--- src/s2dec_pkg.sv ---
// Shared types and constants for the signed integer to decimal text converter.
package s2dec_pkg;

    localparam int MagWidth   = 32;
    localparam int DigitCount = 10;
    localparam int BcdWidth   = 4 * DigitCount;
    localparam int StepWidth  = $clog2(MagWidth);
    localparam int DigitIdxW  = $clog2(DigitCount);

    localparam logic [7:0] CharZero  = 8'h30;
    localparam logic [7:0] CharMinus = 8'h2D;

    typedef struct packed {
        logic load;
        logic shift;
        logic prep;
        logic emit;
    } s2dec_cmd_t;

    typedef struct packed {
        logic shift_done;
        logic next_last;
    } s2dec_sts_t;

endpackage

--- src/s2dec_dpath.sv ---
// Datapath: magnitude and BCD registers, shift-add-3 step, digit selection and output register.
module s2dec_dpath (
    input  logic                                clk,
    input  logic                                rst_n,
    input  logic [s2dec_pkg::MagWidth-1:0]      value,
    input  s2dec_pkg::s2dec_cmd_t               cmd,
    output s2dec_pkg::s2dec_sts_t               sts,
    output logic [7:0]                          out_char,
    output logic                                is_last
);

    logic [s2dec_pkg::MagWidth-1:0]  mag_reg, mag_next;
    logic [s2dec_pkg::BcdWidth-1:0]  bcd_reg, bcd_next;
    logic [s2dec_pkg::StepWidth-1:0] cnt_reg, cnt_next;
    logic [s2dec_pkg::DigitIdxW-1:0] dig_reg, dig_next;
    logic                            sign_pend_reg, sign_pend_next;
    logic [7:0]                      out_char_reg, out_char_next;
    logic                            is_last_reg, is_last_next;
    logic [s2dec_pkg::BcdWidth-1:0]  bcd_adj;
    logic [s2dec_pkg::DigitIdxW-1:0] lead;
    logic [3:0]                      cur_digit;

    always_comb
    begin
        for (int i = 0; i < s2dec_pkg::DigitCount; i++)
        begin
            if (bcd_reg[4*i +: 4] >= 4'd5)
            begin
                bcd_adj[4*i +: 4] = bcd_reg[4*i +: 4] + 4'd3;
            end
            else
            begin
                bcd_adj[4*i +: 4] = bcd_reg[4*i +: 4];
            end
        end
    end

    always_comb
    begin
        lead = '0;
        for (int i = 0; i < s2dec_pkg::DigitCount; i++)
        begin
            if (bcd_reg[4*i +: 4] != 4'd0)
            begin
                lead = s2dec_pkg::DigitIdxW'(i);
            end
        end
    end

    assign cur_digit = bcd_reg[4*dig_reg +: 4];

    always_comb
    begin
        mag_next       = mag_reg;
        bcd_next       = bcd_reg;
        cnt_next       = cnt_reg;
        dig_next       = dig_reg;
        sign_pend_next = sign_pend_reg;
        out_char_next  = out_char_reg;
        is_last_next   = is_last_reg;
        if (cmd.load)
        begin
            mag_next       = value[s2dec_pkg::MagWidth-1] ? (~value + 1'b1) : value;
            bcd_next       = '0;
            cnt_next       = '0;
            sign_pend_next = value[s2dec_pkg::MagWidth-1];
        end
        if (cmd.shift)
        begin
            bcd_next = {bcd_adj[s2dec_pkg::BcdWidth-2:0], mag_reg[s2dec_pkg::MagWidth-1]};
            mag_next = {mag_reg[s2dec_pkg::MagWidth-2:0], 1'b0};
            cnt_next = cnt_reg + 1'b1;
        end
        if (cmd.prep)
        begin
            dig_next = lead;
        end
        if (cmd.emit)
        begin
            if (sign_pend_reg)
            begin
                out_char_next  = s2dec_pkg::CharMinus;
                is_last_next   = 1'b0;
                sign_pend_next = 1'b0;
            end
            else
            begin
                out_char_next = s2dec_pkg::CharZero + {4'd0, cur_digit};
                is_last_next  = (dig_reg == '0);
                dig_next      = dig_reg - 1'b1;
            end
        end
    end

    always_ff @(posedge clk or negedge rst_n)
    begin
        if (!rst_n)
        begin
            cnt_reg       <= '0;
            dig_reg       <= '0;
            sign_pend_reg <= 1'b0;
        end
        else
        begin
            cnt_reg       <= cnt_next;
            dig_reg       <= dig_next;
            sign_pend_reg <= sign_pend_next;
        end
    end

    always_ff @(posedge clk)
    begin
        mag_reg      <= mag_next;
        bcd_reg      <= bcd_next;
        out_char_reg <= out_char_next;
        is_last_reg  <= is_last_next;
    end

    assign sts.shift_done = (cnt_reg == s2dec_pkg::StepWidth'(s2dec_pkg::MagWidth - 1));
    assign sts.next_last  = !sign_pend_reg && (dig_reg == '0);
    assign out_char       = out_char_reg;
    assign is_last        = is_last_reg;

endmodule

--- src/s2dec_ctrl.sv ---
// Controller: sequences load, conversion steps, digit pointer set-up and character output.
module s2dec_ctrl (
    input  logic                  clk,
    input  logic                  rst_n,
    input  logic                  in_valid,
    output logic                  in_ready,
    output logic                  out_valid,
    input  logic                  out_ready,
    output s2dec_pkg::s2dec_cmd_t cmd,
    input  s2dec_pkg::s2dec_sts_t sts
);

    typedef enum logic [1:0] {
        IDLE,
        CONVERT,
        PREP,
        EMIT
    } state_t;

    state_t state_reg, state_next;
    logic   out_valid_reg, out_valid_next;
    logic   out_free;

    assign out_free = !out_valid_reg || out_ready;

    always_comb
    begin
        state_next     = state_reg;
        out_valid_next = out_valid_reg && !out_ready;
        cmd            = '0;
        case (state_reg)
            IDLE:
            begin
                if (in_valid)
                begin
                    cmd.load   = 1'b1;
                    state_next = CONVERT;
                end
            end
            CONVERT:
            begin
                cmd.shift = 1'b1;
                if (sts.shift_done)
                begin
                    state_next = PREP;
                end
            end
            PREP:
            begin
                cmd.prep   = 1'b1;
                state_next = EMIT;
            end
            EMIT:
            begin
                if (out_free)
                begin
                    cmd.emit       = 1'b1;
                    out_valid_next = 1'b1;
                    if (sts.next_last)
                    begin
                        state_next = IDLE;
                    end
                end
            end
            default:
            begin
                state_next = IDLE;
            end
        endcase
    end

    always_ff @(posedge clk or negedge rst_n)
    begin
        if (!rst_n)
        begin
            state_reg     <= IDLE;
            out_valid_reg <= 1'b0;
        end
        else
        begin
            state_reg     <= state_next;
            out_valid_reg <= out_valid_next;
        end
    end

    assign in_ready  = (state_reg == IDLE);
    assign out_valid = out_valid_reg;

    a_busy_after_load: assert property (@(posedge clk) disable iff (!rst_n)
        (in_valid && in_ready) |=> !in_ready)
        else $error("Controller took a request while busy.");

    a_convert_to_prep: assert property (@(posedge clk) disable iff (!rst_n)
        (state_reg == CONVERT && sts.shift_done) |=> (state_reg == PREP))
        else $error("Conversion did not finish after its last step.");

    a_emit_space: assert property (@(posedge clk) disable iff (!rst_n)
        cmd.emit |-> (!out_valid_reg || out_ready))
        else $error("Character overwritten before it was taken.");

    a_one_cmd: assert property (@(posedge clk) disable iff (!rst_n)
        $onehot0({cmd.load, cmd.shift, cmd.prep, cmd.emit}))
        else $error("More than one datapath command at once.");

endmodule

--- src/signed_int_to_decimal_ascii_core.sv ---
// Top level of the signed 32-bit integer to decimal ASCII text converter.
//
// A request on the input channel (in_valid, in_ready, value) carries one signed
// 32-bit integer. The block answers with its decimal text on the output channel
// (out_valid, out_ready, out_char, is_last), one character per transfer, most
// significant first: a leading '-' for negative values, no leading zeros, and
// is_last set on the final character. The most negative value gives "-2147483648".
// The magnitude is turned into BCD by a shift-add-3 loop of 32 steps, one step a
// cycle; the digit pointer is then set, and the characters follow one a cycle
// while the receiver does not stall. One item is handled at a time; in_ready
// rises once the last character has been loaded into the output register.
// When the receiver stalls, the current character holds and the sequence pauses.
// Reset clears the controller and drops out_valid; nothing is kept between items.
module signed_int_to_decimal_ascii_core (
    input  logic                               clk,
    input  logic                               rst_n,
    input  logic                               in_valid,
    output logic                               in_ready,
    input  logic signed [s2dec_pkg::MagWidth-1:0] value,
    output logic                               out_valid,
    input  logic                               out_ready,
    output logic [7:0]                         out_char,
    output logic                               is_last
);

    s2dec_pkg::s2dec_cmd_t cmd;
    s2dec_pkg::s2dec_sts_t sts;

    s2dec_ctrl u_ctrl (
        .clk       (clk),
        .rst_n     (rst_n),
        .in_valid  (in_valid),
        .in_ready  (in_ready),
        .out_valid (out_valid),
        .out_ready (out_ready),
        .cmd       (cmd),
        .sts       (sts)
    );

    s2dec_dpath u_dpath (
        .clk      (clk),
        .rst_n    (rst_n),
        .value    (value),
        .cmd      (cmd),
        .sts      (sts),
        .out_char (out_char),
        .is_last  (is_last)
    );

endmodule
--- config.mk ---
export PLATFORM = sky130hd
export DESIGN_NAME = signed_int_to_decimal_ascii_core
export DESIGN_NICKNAME = d
export VERILOG_FILES = /design/src/s2dec_pkg.sv /design/src/s2dec_dpath.sv /design/src/s2dec_ctrl.sv /design/src/signed_int_to_decimal_ascii_core.sv
export SDC_FILE = /design/constraint.sdc
export NUM_CORES = 1
export LEC_CHECK = 0
export ABC_AREA = 1
export ABC_CLOCK_PERIOD_IN_PS = 7810
export BUFFER_PORTS_ARGS = -buffer_cell sky130_fd_sc_hd__buf_4
export CELL_PAD_IN_SITES_DETAIL_PLACEMENT = 0
export CELL_PAD_IN_SITES_GLOBAL_PLACEMENT = 1
export CORE_UTILIZATION = 49
export DETAILED_ROUTE_END_ITERATION = 7
export PLACE_DENSITY_LB_ADDON = 0.1
export SLEW_MARGIN = 40
export SYNTH_ARGS = -nofsm -noshare
export SYNTH_HDL_FRONTEND = slang
export SYNTH_SLANG_ARGS = --single-unit
--- constraint.sdc ---
create_clock -name clk -period 7.81 [get_ports clk]
set_input_delay 0.781 -clock clk [delete_from_list [all_inputs] [get_ports clk]]
set_output_delay 0.781 -clock clk [all_outputs]
set_load 0.02 [all_outputs]
# == Yosys cells after proc, flatten, opt, wreduce, memory -nomap -nowiden ==
# Index checks and enable logic that the tools add are counted.
# classes
multipliers,0
mux,45
div,0
n_bitwise,1
reduce_logical,19
n_eq_ne,8
shift,1
n_addsub,14
order_cmp,10
# op_table
cell,n
$mux W32,3
$mux W40,2
$mux W4,14
$ge A4 B3 Y1 const B,10
$shiftx A40 B7 Y4,1
$add A4 B2 Y4 const B,9
$reduce_bool A4 Y1,9
$add A32 B1 Y32 const B,1
$not A32 Y32,1
$mux W3,5
$mux W1,12
$mux W2,6
$mux W5,2
$pmux W2 S4,1
$add A6 B4 Y7 const A,1
$ne A2 B2 Y1 const B,3
$add A5 B1 Y5 const B,1
$eq A5 B5 Y1 const B,1
$eq A2 B2 Y1 const B,2
$logic_not A4 Y1,1
$reduce_and A4 Y1,1
$sub A4 B1 Y4 const B,1
$add A3 B2 Y3 const B,1
$logic_not A1 Y1,3
6 further kinds,7
# word_totals
latch_bits,0
ff_bits,94
ramBits,0
output_inout_bits,11
elab_cells,108
inputBits,36
romBits,0
memories,0

# == Longest topological paths before layout ==
# Gate-level depths: netlist of the first run.
# logic_depth
word_depth,13
depth_mapped,14
mapped_depth_nobuf,14

# == Cells and area by module ==
# Synthesis of the first run repeated with hierarchy kept, for this count alone.
# unflattened
cells_unflattened,770
area_unflattened_um2,6017.0
# by_module_without_submodules
mod,instances,seq_area_each_um2,cells_per_inst,area_per_inst_um2
s2dec_dpath,1,2582.5,738,5781.8
s2dec_ctrl,1,75.1,32,235.2

# == Worst setup path after synthesis of the first run ==
# OpenSTA, ideal clock, no wires.
# synth_path
path_kind,register to register
start,reg u_ctrl.state_reg[0]
end,reg u_dpath.bcd_reg[0] (netlist name) (enable)
path_stages_with_launch,5
arrival_time_ps,2596
path_slack_ps,4782
path_buffers,0
setup_time_ps,433
required_time_ps,7377
period_less_slack_ps,3028
path_cell_list,dfrtp_1 inv_1 ha_1 nand2_1 nand2_1
# synth_via
elab_chain_len,3
word_cells_on_any_way,5
classes_between,eq/ne: 1; mux: 2; reduce/logical: 2
# synth_rtl
item,line_no,text
"start, declared",s2dec_ctrl.sv:20,"state_t state_reg, state_next;"
"start signal, assigned",s2dec_ctrl.sv:81,state_reg <= state_next;
$logic_not A2 Y1,n/a,
via in_ready,signed_int_to_decimal_ascii_core.sv:18,"output logic in_ready,"
$mux W1,s2dec_ctrl.sv:31,case (state_reg)
$reduce_bool A2 Y1 (no line),n/a,
"end signal, assigned",s2dec_dpath.sv:114,bcd_reg <= bcd_next;
"end, declared",s2dec_dpath.sv:13,"logic [s2dec_pkg::BcdWidth-1:0] bcd_reg, bcd_next;"
# The timed path passes the listed nets, and every way through them passes these cells.
# A chain may end at the register's enable or synchronous reset.

# == Final worst setup path of the first run ==
# layout_path
start,reg u_ctrl.state_reg[1]
end,reg u_dpath.mag_reg[2] (netlist name) (enable)
# layout_via
elab_chain_len,3
word_cells_on_any_way,5
classes_between,eq/ne: 1; mux: 2; reduce/logical: 2
# layout_rtl
item,line_no,text
$eq A2 B1 Y1 or $logic_not A2 Y1 (tied branches),s2dec_ctrl.sv:31,
$mux W1,s2dec_ctrl.sv:31,
$reduce_bool A2 Y1 (no line) *,n/a,
"end signal, assigned",s2dec_dpath.sv:113,mag_reg <= mag_next;
"end, declared",s2dec_dpath.sv:12,"logic [s2dec_pkg::MagWidth-1:0] mag_reg, mag_next;"
# Every way passes the cells marked *; elsewhere a longest branch is shown, timed or not.

==> results of run 1 <==
## placed cells by master, fill, tap and decap left out, types with 2 or more instances in the layout
cell type,synthesis,final
nor2_1,68,68
o21ai_0,74,74
edfxtp_1,77,77
o2111a_1,2,2
o21ai_1,12,12
o211ai_1,5,5
nand2_1,162,161
ha_1,28,27
nor3_1,14,14
bufinv_16,0,2
conb_1,2,3
o22ai_1,3,3
buf_4,4,45
a22o_1,2,2
dfrtp_1,13,13
nand3_1,48,48
xor2_1,12,12
inv_1,107,106
inv_2,2,3
clkbuf_16,0,10
a21oi_1,62,62
nor2_4,3,3
nor2_2,5,5
clkinv_1,2,2
nand3_2,3,3
clkinv_2,0,2
nand4_1,14,14
nand2_2,5,6
o31ai_1,3,3
## final timing paths
path / depth (start not counted) / slack (ns) / end / from
max in group asynchronous: 1 / 7.38 / u_dpath.dig_reg[1] / rst_n
hold / removal: 1 / 0.27 / u_dpath.cnt_reg[4] / rst_n
setup / recovery: 6 / 4.64 / u_dpath.mag_reg[2] / u_ctrl.state_reg[1]
min in group clk: 1 / 0.48 / u_dpath.sign_pend_reg / u_dpath.sign_pend_reg
setup reg to reg: 6 / 4.64 / u_dpath.mag_reg[2] / u_ctrl.state_reg[1]
hold reg to reg: 1 / 0.48 / u_dpath.sign_pend_reg / u_dpath.sign_pend_reg
## layer usage
layer | GRT usage | part of all wire
met5 | 0 | 0
met4 | 0.0640 | 0.014
met3 | 0.0445 | 0.030
met2 | 0.394 | 0.49
met1 | 0.290 | 0.47
## synthesized netlist by cell type, types with 2 or more instances
| cell | count | area [um2] |
|---|---|---|
| edfxtp_1 | 77 | 2310 |
| inv_1 | 107 | 402 |
| dfrtp_1 | 13 | 325 |
| a21oi_1 | 62 | 310 |
| clkbuf_1 | 9 | 33.8 |
| a22o_1 | 2 | 17.5 |
| xor2_1 | 12 | 105 |
| nor3_1 | 14 | 70.1 |
| nor2_4 | 3 | 33.8 |
| buf_4 | 4 | 30.0 |
| nand3_2 | 3 | 30.0 |
| o211ai_1 | 5 | 37.5 |
| nand4_1 | 14 | 87.6 |
| clkbuf_8 | 2 | 27.5 |
| nand2_2 | 5 | 31.3 |
| o22ai_1 | 3 | 18.8 |
| o21ai_0 | 74 | 370 |
| nand3_1 | 48 | 240 |
| nor2_2 | 5 | 31.3 |
| clkinv_1 | 2 | 7.51 |
| o2111a_1 | 2 | 22.5 |
| inv_2 | 2 | 7.51 |
| buf_2 | 7 | 35.0 |
| conb_1 | 2 | 7.51 |
| o31ai_1 | 3 | 22.5 |
| nand2_1 | 162 | 608 |
| nor2_1 | 68 | 255 |
| o21ai_1 | 12 | 60.1 |
| ha_1 | 28 | 350 |
## per-stage QoR
step | hold WS, ns | setup WS, ns | utilization
2_1_floorplan | 0.442 | 4.78 | -
3_3_place_gp | 0.462 | 4.41 | 0.534
3_5_place_dp | 0.472 | 4.32 | 0.534
4_1_cts | 0.263 | 4.29 | 0.562
5_1_grt | 0.265 | 4.38 | 0.562
6_report | 0.266 | 4.64 | 0.562
## final cells by class
| type | count | area [um2] |
|---|---|---|
| multi-input cells | 538 | 2820 |
| clock buffers | 10 | 250 |
| well taps | 147 | 184 |
| repair buffers | 45 | 338 |
| fillers | 1141 | 5260 |
| flip-flops and latches | 91 | 2660 |
| inverters | 111 | 417 |
| clock inverters | 6 | 86.3 |
## where the power goes
group | total [mW] | switching [mW] | internal [mW]
Clock | 0.485 | 0.186 | 0.299
Sequential | 1.06 | 0.177 | 0.886
Combinational | 1.08 | 0.729 | 0.354
## logic make-up after synthesis
family                   Yosys count
flip-flops                        91
AND/OR/NAND/NOR                  326
AO/OA/AOI/OAI                    168
buffers and inverters            134
XOR/XNOR                          13
other                              2
adder cells (fa/ha/maj)           28
==> impl_metrics.yaml, run 1 <==
status:
  status: "complete, no violations"
sta:
  clock.fmax_mhz: 315
  fin_crit_sh: 0.406
  timing.final.hold_violations: 0
  setup_violations: 0
  setup_tns_ns: 0
  worst_slew_pin_slew_ns: 0.716
  finalMaxSlewViolations: 0
  relSlewSlack: 0.523
  fin_crit_ns: 3.17
  finalClockSkew_ns: 0.00870
  rsz0062_at_grt: "false"
flow_run:
  maxCapViolCount: 0
logic_synthesis:
  ys_warn_count: 0
  yosys.area_share.xor_xnor: 0.0189
  synth-seq-area-share: 0.442
  synthAdderAreaFrac: 0.0582
  synth_mux_area_frac: 0
  synth.avg_cell_area_um2: 7.90
  synth_cells: 762
  ys.flop_type: "edfxtp_1"
  synth_top_family_by_area: "simple AND/OR/NAND/NOR gates"
  synth_compound_area_frac: 0.152
  synth_edf_count: 77
  synth-seq-cells: 91
  netlist_area_um2: 6020
  synth-async-reset-ratio: 0.143
  synth-simple-area-share: 0.236
  synthDistinctLibCells: 41
setup_path:
  worstPathCellList: "inv_1 -> ha_2 -> buf_4 -> inv_2 -> nand2_2 -> buf_4"
  worstPathArrival_ns: 3.14
  crit_type: "flip-flop to flip-flop"
  endpoint_kind: "flip-flop"
  critPathMaxStageDelay_ns: 0.65
  path_delay_family: "buffers and inverters"
  crit_slowest_cell: "buf_4"
  path_max_fanout: 63
  cp_num_buf_inv: 4
  cp_common_cell: "buf_4"
  worstSetupStartpointType: "flip-flop"
  required_ns: 7.78
floorplan:
  ios: 47
  core_um2: 12000
  die_h_um: 113
  die_w_um: 113
  dieArea_um2: 12700
  initial_utilization: 0.501
  num_rows: 40
clock_tree:
  root_buffer: "clkbuf_16"
  ctsHoldBuffers: 0
  clk_path_buf_depth: 2
  cts_max_level: 3
  post_cts_buffers: 0
  cts_resized: 0
  cts_tree: "yes"
  cts_buffers: 9
  cts.sinks: 91
  path_clk_slew_ns: 0.07
  clock_latency_ns: 0.35
cells_and_area:
  final_nets: 860
  area_delta_synth_final_pct: 12.1
  num_antenna_cells: 0
  finalNonFillerCells: 948
  design_area_um2: 6750
  largest_reg_flops: 40
  drive_gt1_frac: 0.106
route:
  vias_per_cell: 5.31
  first_pass_iters: 5
  drtIter0Drc: 322
  wl_um: 13600
  post_drt_wl_per_cell_um: 14.4
  drc: 0
  vias: 5033
  postRouteAntennaNets: 0
placed_design:
  gp_congestion: 0.843
  port_buffers: 43
  dpl.cell_count: 932
  post_dp_cell_area_um2: 6410
  dpl.hpwl_um: 9860
global_route:
  antenna_found_initial: 0
  globalRouteOverflowTotal: 0
  grt_pass1_vias: 4751
  grt_usage: 0.228
  grt_pass1_wl_um: 22800
  grt_max_degree: 64
pwr:
  power_leakage_nw: 2.96
  power_mw: 2.63
  cellPowerDensity_nw_per_um2: 390
  ir_drop_v: 0.000139
hold_path:
  hold_path.class: "input pin to async pin"
(Power assumes the default switching activity.)
==> inputs of run 2 (changes only) <==
--- a/config.mk
+++ b/config.mk
@@ -6,11 +6,11 @@
 export NUM_CORES = 1
 export LEC_CHECK = 0
 export ABC_AREA = 1
-export ABC_CLOCK_PERIOD_IN_PS = 7810
+export ABC_CLOCK_PERIOD_IN_PS = 3100
 export BUFFER_PORTS_ARGS = -buffer_cell sky130_fd_sc_hd__buf_4
 export CELL_PAD_IN_SITES_DETAIL_PLACEMENT = 0
 export CELL_PAD_IN_SITES_GLOBAL_PLACEMENT = 1
-export CORE_UTILIZATION = 49
+export CORE_UTILIZATION = 46
 export DETAILED_ROUTE_END_ITERATION = 7
 export PLACE_DENSITY_LB_ADDON = 0.1
 export SLEW_MARGIN = 40
==> constraint.sdc (replaced) <==
create_clock -name clk -period 3.1 [get_ports clk]
set_input_delay 0.31 -clock clk [delete_from_list [all_inputs] [get_ports clk]]
set_output_delay 0.31 -clock clk [all_outputs]
set_load 0.02 [all_outputs]
==> run 2 against run 1 <==
  * Critical path depth fell by 1
  * Total power rose to 2.5 times the previous value
  * Largest power group unchanged
  * Sequential cell count did not move
  * Combinational power rose to 2.6 times the previous value
  * Highest routed layer unchanged
  * Largest cell class unchanged
  * Die area rose by 6.4%
  * Maximum frequency rose by 34%
  * Core utilization fell by 2.5 points
  * Design area rose by 0.76%
  * Non-clock buffer count rose by 5
==> impl_metrics.yaml, run 2 (synthesized netlist as in run 1, its figures left out) <==
status:
  status: "complete, no violations"
floorplan:
  dieArea_um2: 13500
  die_w_um: 116
  ios: 47
  initial_utilization: 0.475
  core_um2: 12700
  die_h_um: 116
  num_rows: 41
setup_path:
  endpoint_kind: "flip-flop"
  worstPathArrival_ns: 2.40
  path_delay_family: "adder cells"
  crit_slowest_cell: "ha_2"
  path_max_fanout: 28
  crit_type: "flip-flop to flip-flop"
  cp_num_buf_inv: 3
  critPathMaxStageDelay_ns: 0.57
  worstSetupStartpointType: "flip-flop"
  cp_common_cell: "inv_1"
  worstPathCellList: "inv_1 -> ha_2 -> inv_1 -> nand2_2 -> buf_12"
  required_ns: 3.14
clock_tree:
  ctsHoldBuffers: 1
  root_buffer: "clkbuf_16"
  cts.sinks: 91
  cts_buffers: 9
  cts_tree: "yes"
  cts_max_level: 3
  path_clk_slew_ns: 0.06
  clk_path_buf_depth: 2
  post_cts_buffers: 0
  clock_latency_ns: 0.34
  cts_resized: 0
cells_and_area:
  drive_gt1_frac: 0.104
  area_delta_synth_final_pct: 13.0
  finalNonFillerCells: 978
  final_cell_mix: "nand2_1, inv_1, edfxtp_1, o21ai_0, nor2_1"
  largest_reg_flops: 40
  final_common_cell: "nand2_1"
  final_nets: 865
  num_antenna_cells: 0
global_route:
  grt_usage: 0.221
  globalRouteOverflowTotal: 0
  grt_pass1_wl_um: 23000
  antenna_found_initial: 0
  grt_pass1_vias: 4883
  grt_max_degree: 37
sta:
  timing.final.hold_violations: 0
  rsz0062_at_grt: "false"
  setup_violations: 0
  clock.fmax_mhz: 423
  fin_crit_ns: 2.36
  finalClockSkew_ns: 0.00683
  setup_tns_ns: 0
  finalMaxSlewViolations: 0
  timing.hold.ws_ns: 0.224
  worst_slew_pin_slew_ns: 0.680
  relSlewSlack: 0.545
  fin_crit_sh: 0.763
pwr:
  power_leakage_nw: 2.97
  power_mw: 6.60
  ir_drop_v: 0.000293
  cellPowerDensity_nw_per_um2: 971
route:
  drc: 0
  first_pass_iters: 4
  postRouteAntennaNets: 0
  wl_um: 13900
  drtIter0Drc: 313
  vias: 5077
  post_drt_wl_per_cell_um: 14.2
  vias_per_cell: 5.19
placed_design:
  dpl.hpwl_um: 10300
  gp_congestion: 0.830
  port_buffers: 43
  dpl.cell_count: 961
hold_path:
  hold_path.class: "input pin to flip-flop"
flow_run:
  maxCapViolCount: 0
[run 2: routing by layer]
| layer | vias to the layer above | part of all wire | wire length [um] | global-route usage |
|---|---|---|---|---|
| met5 | - | 0 | 0 | 0 |
| met2 | 85 | 0.52 | 7220 | 0.406 |
| li1 | 2634 | - | - | - |
| met3 | 12 | 0.027 | 381 | 0.0208 |
| met4 | 0 | 0.012 | 162 | 0.0846 |
| met1 | 2346 | 0.44 | 6110 | 0.265 |
[run 2: worst min-delay path, cell delays in order]
cell and delay, ns:
buf_4 0.07, inv_1 0.03, nand2_1 0.06, nand2_1 0.05
[run 2: area by class of cell]
class | count | area, um2
Inverter | 111 | 417
Tap cell | 172 | 215
Sequential cell | 91 | 2660
Clock inverter | 2 | 37.5
Timing Repair Buffer | 50 | 403
Clock buffer | 14 | 254
Multi-Input combinational cell | 538 | 2820
Fill cell | 1250 | 5870
[run 2: through the flow]
step / worst slack (ns) / util / area (um2)
after floorplan: 0.0715 / - / 6020
after global placement: 0.761 / 0.513 / 6500
after detailed placement: 0.703 / 0.513 / 6500
after CTS: 0.689 / 0.537 / 6800
after global routing: 0.540 / 0.537 / 6800
final: 0.736 / 0.537 / 6800
[run 2: power breakdown]
part | total (mW) | internal [mW] | switching [mW]
sequential | 2.67 | 2.23 | 0.443
clock | 1.09 | 0.649 | 0.444
combinational | 2.84 | 0.974 | 1.87
[run 2: final timing paths]
| check | depth (start not counted) | end | slack [ns] | start |
|---|---|---|---|---|
| min in group asynchronous | 2 | u_dpath.cnt_reg[1] | 0.35 | rst_n |
| max in group asynchronous | 2 | u_dpath.dig_reg[1] | 2.57 | rst_n |
| hold reg to reg | 2 | u_dpath.mag_reg[0] | 0.49 | u_dpath.mag_reg[0] |
| hold / removal | 4 | u_ctrl.out_valid | 0.22 | out_ready |
| setup / recovery | 5 | u_dpath.bcd_reg[33] | 0.74 | u_ctrl.state_reg[1] |
| setup reg to reg | 5 | u_dpath.bcd_reg[33] | 0.74 | u_ctrl.state_reg[1] |
